**src/rtl/two_level_page_table_engine_top_defines.svh**
```systemverilog
// Assertion macros used by the page table engine RTL (tlpt_back).
`ifndef TWO_LEVEL_PAGE_TABLE_ENGINE_TOP_DEFINES_SVH
`define TWO_LEVEL_PAGE_TABLE_ENGINE_TOP_DEFINES_SVH

`ifndef SYNTHESIS
// lbl: antecedent implies consequent in the same cycle
`define TLPT_ASSERT_SAME(lbl, ante, cons) \
  lbl: assert property (@(posedge clk) disable iff (rst) (ante) |-> (cons)) \
    else $error("tlpt assertion failed");
// lbl: antecedent implies consequent in the next cycle
`define TLPT_ASSERT_NEXT(lbl, ante, cons) \
  lbl: assert property (@(posedge clk) disable iff (rst) (ante) |=> (cons)) \
    else $error("tlpt assertion failed");
`else
`define TLPT_ASSERT_SAME(lbl, ante, cons)
`define TLPT_ASSERT_NEXT(lbl, ante, cons)
`endif

`endif

```
**src/rtl/tlpt_pkg.sv**
```systemverilog
package tlpt_pkg;

  localparam int DIR_ENTRIES   = 1024;
  localparam int TABLE_ENTRIES = 1024;
  localparam int DIR_W         = $clog2(DIR_ENTRIES);
  localparam int TBL_W         = $clog2(TABLE_ENTRIES);
  localparam int SLOT_W        = DIR_W + TBL_W;
  localparam int TBL_SLOTS     = DIR_ENTRIES * TABLE_ENTRIES;
  localparam int OFF_W         = 12;
  localparam int FRAME_W       = 20;
  localparam int DIR_SHIFT     = 22;
  localparam int PAGE_SHIFT    = 12;
  localparam int QUEUE_DEPTH   = 2;

  localparam logic [1:0] OP_MAP   = 2'd0;
  localparam logic [1:0] OP_UNMAP = 2'd1;
  localparam logic [1:0] OP_XLATE = 2'd2;

  // decoded operation handed from front to back
  typedef struct packed {
    logic [1:0]         op;
    logic [DIR_W-1:0]   dir_idx;
    logic [SLOT_W-1:0]  slot;
    logic [FRAME_W-1:0] frame;
    logic [OFF_W-1:0]   offset;
  } entry_t;

  // stored table entry: present bit and frame
  typedef struct packed {
    logic               present;
    logic [FRAME_W-1:0] frame;
  } pte_t;

  typedef struct packed {
    logic q_full;
    logic clearing;
  } ctl_t;

  typedef struct packed {
    logic   empty;
    entry_t head;
  } q_head_t;

endpackage

```
**src/rtl/tlpt_queue.sv**
```systemverilog
module tlpt_queue #(
  parameter int DEPTH = tlpt_pkg::QUEUE_DEPTH
) (
  input  logic              clk,
  input  logic              rst,
  input  logic              push,
  input  tlpt_pkg::entry_t  push_entry,
  input  logic              pop,
  output tlpt_pkg::q_head_t head,
  output logic              full
);
  import tlpt_pkg::*;

  localparam int PTR_W = $clog2(DEPTH);
  localparam int CNT_W = $clog2(DEPTH + 1);

  entry_t           slots [DEPTH];
  logic [PTR_W-1:0] wr_ptr, rd_ptr;
  logic [CNT_W-1:0] count;

  assign full       = count == CNT_W'(DEPTH);
  assign head.empty = count == '0;
  assign head.head  = slots[rd_ptr];

  always_ff @(posedge clk) begin
    if (push) slots[wr_ptr] <= push_entry;
  end

  always_ff @(posedge clk) begin
    if (rst) begin
      wr_ptr <= '0;
      rd_ptr <= '0;
      count  <= '0;
    end else begin
      if (push) wr_ptr <= (wr_ptr == PTR_W'(DEPTH - 1)) ? '0 : wr_ptr + 1'b1;
      if (pop)  rd_ptr <= (rd_ptr == PTR_W'(DEPTH - 1)) ? '0 : rd_ptr + 1'b1;
      if (push && !pop)      count <= count + 1'b1;
      else if (pop && !push) count <= count - 1'b1;
    end
  end
endmodule

```
**config.mk**
```make
export PLATFORM = sky130hd
export DESIGN_NAME = tlpt_queue
export DESIGN_NICKNAME = d
export VERILOG_FILES = /design/src/rtl/two_level_page_table_engine_top_defines.svh /design/src/rtl/tlpt_pkg.sv /design/src/rtl/tlpt_queue.sv
export SDC_FILE = /design/constraint.sdc
export NUM_CORES = 1
export LEC_CHECK = 0
export ABC_AREA = 1
export BUFFER_PORTS_ARGS = -buffer_cell sky130_fd_sc_hd__buf_2
export CAP_MARGIN = 20
export CORE_UTILIZATION = 52
export DETAILED_ROUTE_END_ITERATION = 10
export GPL_ROUTABILITY_DRIVEN = 0
export PLACE_DENSITY = 0.84
export SYNTH_ARGS = -nofsm -noshare
export SYNTH_HDL_FRONTEND = slang
export SYNTH_SLANG_ARGS = --single-unit
```
**constraint.sdc**
```tcl
create_clock -name clk -period 4.4 [get_ports clk]
set_input_delay 0.66 -clock clk [delete_from_list [all_inputs] [get_ports clk]]
set_output_delay 0.66 -clock clk [all_outputs]
set_load 0.1 [all_outputs]
```
==> out/metrics.yaml, run 1 <==
run_status:
  status: "finished clean"
timing:
  min_period_ns: 2.84
  setup-violations-final: 0
  rsz0062_at_grt: "no"
  maxSlewViolCount: 0
  relSlewSlack: 0.298
  max_freq_ghz: 0.352
  setup_tns_ns: 0
  hold_viol: 0
  worstMarginPinSlew_ns: 1.05
  period_share: 0.646
  worst_clock_skew_ns: 0.00352
routing:
  avgViaCountPerCell: 4.90
  wl_um: 8540
  first_iter_violations: 92
  wl_per_cell_um: 16.4
  vias: 2558
  ant_nets: 0
  dr.pass1.iters: 4
  post-route-drc-count: 0
synth:
  ys_seq_area_frac: 0.766
  ys_warn_count: 0
  yosysTopAreaCellShare: 0.747
  syn_area_um2: 5150
  yosysUniqueCellTypes: 16
  synthCells: 232
  synth_area_leaders: "edfxtp_1 (75%), mux2_4 (18%), buf_12 (2.3%)"
  syn-num-nets: 301
  yosysTopAreaCell: "edfxtp_1"
  synth_area_per_cell_um2: 22.2
  synth-seq-cells: 133
worst_setup_path:
  cpPeakStageDelay_ns: 0.67
  path_cells: "buf_16, mux2_4, buf_2"
  worstReg2RegEnd: "slots[1][25]$_DFFE_PP_"
  cp_max_fo: 39
  end_kind: "primary output"
  rr_startpoint: "wr_ptr$_SDFFE_PP0P_"
  crit_arrival_ns: 2.18
  crit_path_start_kind: "register"
  cp_slowest_cell: "dfxtp_4"
  reg2regPathDepth: 3
  worstPathRequired_ns: 3.74
  rrSetupSlack_ns: 2.40
  path_class: "reg -> out"
die:
  chipHeight_um: 101
  die-area_um2: 10300
  die_w_um: 101
  start_util: 0.547
  num_io_pins: 134
  core-area_um2: 9420
  num_rows: 35
clocking:
  cts_root_buffer: "clkbuf_8"
  cts_buffers: 17
  cts.clk_slew.worst_paths_ns: 0.06
  cts_setup_buffers: 0
  tritoncts: "yes"
  hold_buffers: 0
  clock_latency_ns: 0.50
  cts_buffer_depth: 2
  cts_resized: 0
  htreeDepth: 4
  cts_sinks: 133
power_and_ir_drop:
  vdd_drop_max_mv: 0.446
  p_leak_uw: 0.00265
  powerDensity_nw_per_um2: 571
layout:
  regArea_um2: 3950
  final_nets: 450
  area_growth_pct: 26.8
  final_core_util: 0.693
  fillers: 621
  layout_commonest_cell: "buf_2"
  drive_above_1_share: 0.590
  mostFrequentLayoutCells: "buf_2 (133), edfxtp_1 (128), mux2_4 (60)"
  multiInputGateArea_um2: 1050
  antenna_cells: 0
global_routing:
  grt_pass1_wl_um: 12900
  grt_max_degree: 49
  grt_usage: 0.177
  gr-total-overflow: 0
  grt_pass1_vias: 2707
  antenna_found_initial: 0
place:
  detailed_place_hpwl_um: 5540
  io_buffers: 133
hold_path:
  hp-class: "in -> reg"
  worstHoldStart: "push_entry[47]"
  min_path_cells: 1
  worst_hold_path.endpoint: "slots[1][47]$_DFFE_PP_"
run:
  cap_violations: 0
[worst max-delay path: cells and delay by family (launching register included)]
family | cells | cell delay [ns]
flops | 1 | 0.67
mux | 1 | 0.22
buf+inv | 2 | 0.74
[cell type report]
type,count,area share
timing repair buffer,137,0.110
clock buffer,18,0.0640
inverter,9,0.00518
tap,129,0.0247
multi-input combinational,83,0.160
clock inverter,13,0.0314
sequential,133,0.605
[synthesized netlist by cell type]
master / n
ha_1: 1
edfxtp_1: 128
o21ai_0: 1
nand2_1: 5
mux2_4: 60
buf_12: 6
inv_1: 9
dfxtp_1: 5
nand3_1: 1
mux2_2: 4
buf_6: 1
xnor2_1: 1
nor2_1: 7
a21oi_1: 1
nand4_1: 1
nor3_1: 1
[through the flow]
step | hold slack [ns] | std cells | total power [µW] | area [µm²] | setup WS, ns
6_report | 0.341 | 522 | 3720 | 6530 | 1.56
4_1_cts | 0.319 | 522 | 3760 | 6530 | 1.54
2_1_floorplan | 0.480 | 232 | 2180 | 5150 | 0.528
5_1_grt | 0.317 | 522 | 3830 | 6530 | 1.48
3_3_place_gp | 0.489 | 490 | 2260 | 5880 | 1.83
3_5_place_dp | 0.494 | 491 | 2280 | 5900 | 1.99
[routing by layer]
metal  part of all wire  vias up  wire [µm]  GRT usage
li1                   -     1198          -          -
met1               0.40     1243       3430      0.198
met2               0.53      105       4510      0.312
met3              0.058       12        493     0.0573
met4              0.013        0        108     0.0769
met5                  0        -          0          0
[worst max-delay path by stage]
stage	start	to	slack [ns]	depth (start not counted)
floorplan	push	slots[0][0]$_DFFE_PP_	0.53	2
global placement	register	head[20]	1.83	2
finish	register	head[20]	1.56	3
CTS	register	head[29]	1.54	3
global route	register	head[20]	1.48	3
detailed placement	push	slots[1][25]$_DFFE_PP_	1.99	4
[registers in the layout, indices dropped and copies added, names as in the netlist, named ones only]
| signal | count |
|---|---|
| slots | 128 |
| rd_ptr | 1 |
| wr_ptr | 1 |
| count | 2 |
[cell families (layout without fill, tap and decap cells)]
logic type | after synthesis | in the layout | share of synthesized area
flip-flops | 133 | 133 | 0.766
buffers and inverters | 16 | 177 | 0.0321
multiplexers | 64 | 64 | 0.184
adder cells (fa/ha/maj) | 1 | 1 | 0.00243
AO/OA/AOI/OAI | 2 | 2 | 0.00194
XOR/XNOR | 1 | 1 | 0.00170
AND/OR/NAND/NOR | 15 | 15 | 0.0119
[report_power, final]
| part | total [µW] | switching, µW | internal, µW |
|---|---|---|---|
| combinational | 749 | 579 | 170 |
| clock | 1480 | 503 | 974 |
| sequential | 1500 | 31.8 | 1470 |
| total | 3720 | 1110 | 2610 |
(Power assumes the default switching activity.)
==> run 2: changes to the inputs <==
- clock period: 4.4 -> 2.75 ns (I/O delays scaled with it)
==> out/metrics.yaml, run 2 (synthesized netlist as in run 1, its figures left out) <==
run_status:
  status: "finished clean"
layout:
  instances_no_fill: 522  # unchanged
  drive_above_1_share: 0.595  # +0.00509
  fillers: 618  # -0.48%
  layout_commonest_cell: "buf_2"
  final_nets: 451  # +0.22%
  area_growth_pct: 27.1
  largest_reg_flops: 128  # unchanged
  reg_top3: "slots (128), count (2)"
  top_register: "slots"
  final_core_util: 0.695  # +0.00133
  design_area_um2: 6540  # +0.19%
  antenna_cells: 0  # unchanged
  mostFrequentLayoutCells: "buf_2 (133), edfxtp_1 (128), mux2_4 (60)"
clocking:
  cts_setup_buffers: 0  # unchanged
  htreeDepth: 4  # unchanged
  cts.clk_slew.worst_paths_ns: 0.06  # about the same
  cts_sinks: 133  # unchanged
  cts_resized: 0  # unchanged
  cts_root_buffer: "clkbuf_8"
  cts_buffers: 17  # unchanged
  cts_buffer_depth: 2  # unchanged
  tritoncts: "yes"
  clock_latency_ns: 0.50  # about the same
  hold_buffers: 0  # unchanged
worst_setup_path:
  worstSetupPathDepth: 3  # unchanged
  path_class: "reg -> out"
  cp_slowest_cell: "dfxtp_4"
  worstPathRequired_ns: 2.34  # -1.40 ns
  rrSetupSlack_ns: 1.24  # -1.16 ns
  crit_path_start_kind: "register"
  cpPeakStageDelay_ns: 0.49  # -0.18 ns
  crit_buf_inv: 2  # unchanged
  cp_max_fo: 18  # -54%
  path_cells: "buf_4, mux2_4, buf_2"
  crit_path_end: "head[31]"
  crit_arrival_ns: 2.01  # -0.17 ns
  rr_startpoint: "wr_ptr$_SDFFE_PP0P_"
  end_kind: "primary output"
  reg2regPathDepth: 3  # unchanged
  worstReg2RegEnd: "slots[1][45]$_DFFE_PP_"
  critPathTopFamily: "buffers and inverters"
routing:
  wl_per_cell_um: 16.5  # +0.68%
  vias: 2556  # -0.078%
  wl_um: 8600  # +0.68%
  post-route-drc-count: 0  # unchanged
  ant_nets: 0  # unchanged
  avgViaCountPerCell: 4.90  # about the same
  dr.pass1.iters: 4  # unchanged
  first_iter_violations: 72  # -22%
timing:
  worst_clock_skew_ns: 0.0109  # +0.00742 ns
  hold_viol: 0  # unchanged
  period_share: 0.880
  worstMarginPinSlew_ns: 0.505  # -0.546 ns
  max_freq_ghz: 0.413
  rsz0062_at_grt: "no"
  setup_tns_ns: 0  # unchanged
  maxSlewViolCount: 0  # unchanged
  setup-violations-final: 0  # unchanged
  relSlewSlack: 0.663  # +0.364
  min_period_ns: 2.42
global_routing:
  use_met2: 0.305  # -0.00680
  grt_usage: 0.174  # -0.00307
  grt_use_met3: 0.0559  # -0.00138
  grt.busiest_layer: "met2"
  gr-total-overflow: 0  # unchanged
  grt_pass1_vias: 2638  # -2.5%
  grt_max_degree: 45  # -8.2%
  grt_pass1_wl_um: 12800  # -0.75%
  antenna_found_initial: 0  # unchanged
  grt_use_met1: 0.202  # +0.00467
power_and_ir_drop:
  internal_power_uw: 4180  # +60%
  p_leak_uw: 0.00265  # about the same
  sw_frac_of_total: 0.298  # -0.00144
  p_seq_frac: 0.401  # about the same
  vdd_drop_max_mv: 0.637  # +43%
  pwr-share-comb: 0.204  # +0.003
  power_frac_clock: 0.395  # -0.002
  p_sw_uw: 1770  # +59%
  powerDensity_nw_per_um2: 909  # +59%
  p_total_uw: 5950  # +60%
place:
  io_buffers: 133  # unchanged
  detailed_place_hpwl_um: 5650  # +1.9%
  post_dp_cell_area_um2: 5920  # +0.21%
  dp_cells: 492  # +0.20%
die:
  start_util: 0.547  # unchanged
  num_io_pins: 134  # unchanged
  die_w_um: 101  # unchanged
  die-area_um2: 10300  # unchanged
  num_rows: 35  # unchanged
  core-area_um2: 9420  # unchanged
  chipHeight_um: 101  # unchanged
hold_path:
  hp-class: "in -> reg"
run:
  cap_violations: 0  # unchanged
[run 2: changes by cell type in the layout (fill, tap and decap cells not counted)]
cell / delta
clkinv_4: +1
buf_16: -1
clkinv_1: -2
clkinvlp_4: +1
inv_6: -1
buf_12: +2
[run 2: layer usage]
| layer | routed length, µm | part of all wire |
|---|---|---|
| met5 | 0 | 0 |
| met4 | 87 | 0.010 |
| met1 | 3430 | 0.40 |
| met2 | 4480 | 0.52 |
| met3 | 602 | 0.070 |
[run 2: how the worst min path moves through the flow]
stage / startpoint / to / slack, ns / depth (start not counted)
after CTS: push_entry[4] / slots[0][4]$_DFFE_PP_ / 0.08 / 1
after floorplan: rd_ptr$_SDFFE_PP0P_ / register / 0.48 / 2
final: push_entry[4] / slots[0][4]$_DFFE_PP_ / 0.10 / 1
after detailed placement: rd_ptr$_SDFFE_PP0P_ / register / 0.52 / 2
after global placement: rd_ptr$_SDFFE_PP0P_ / register / 0.49 / 2
after global routing: push_entry[63] / slots[0][63]$_DFFE_PP_ / 0.08 / 1
[run 2: layout make-up]
cell class	instances	area, µm²	area share
Sequential cell	133	3950	0.604
Multi-Input combinational cell	83	1050	0.160
Timing Repair Buffer	138	728	0.111
Clock buffer	18	418	0.0639
Clock inverter	12	205	0.0314
Tap cell	129	161	0.0247
Inverter	9	33.8	0.00517
[run 2: worst register-to-register path: cells and delay by family, from the launching register on]
kind | cells | cell delay [ns]
buffers and inverters | 2 | 0.72
flip-flops | 1 | 0.39
AND/OR/NAND/NOR | 1 | 0.08
[run 2: power by group through the flow]
stage               registers, µW  logic [µW]  clock network (µW)
floorplan                    2410        1080                   0
global placement             2420        1200                   0
detailed placement           2430        1220                   0
CTS                          2390        1220                2380
global route                 2390        1260                2470
finish                       2390        1210                2350
[run 2: through the flow]
step                setup slack, ns  hold slack [ns]
finish                        0.329            0.102
global route                  0.256           0.0780
floorplan                     0.233            0.480
global placement              0.853            0.490
CTS                           0.295           0.0769
detailed placement            0.836            0.519
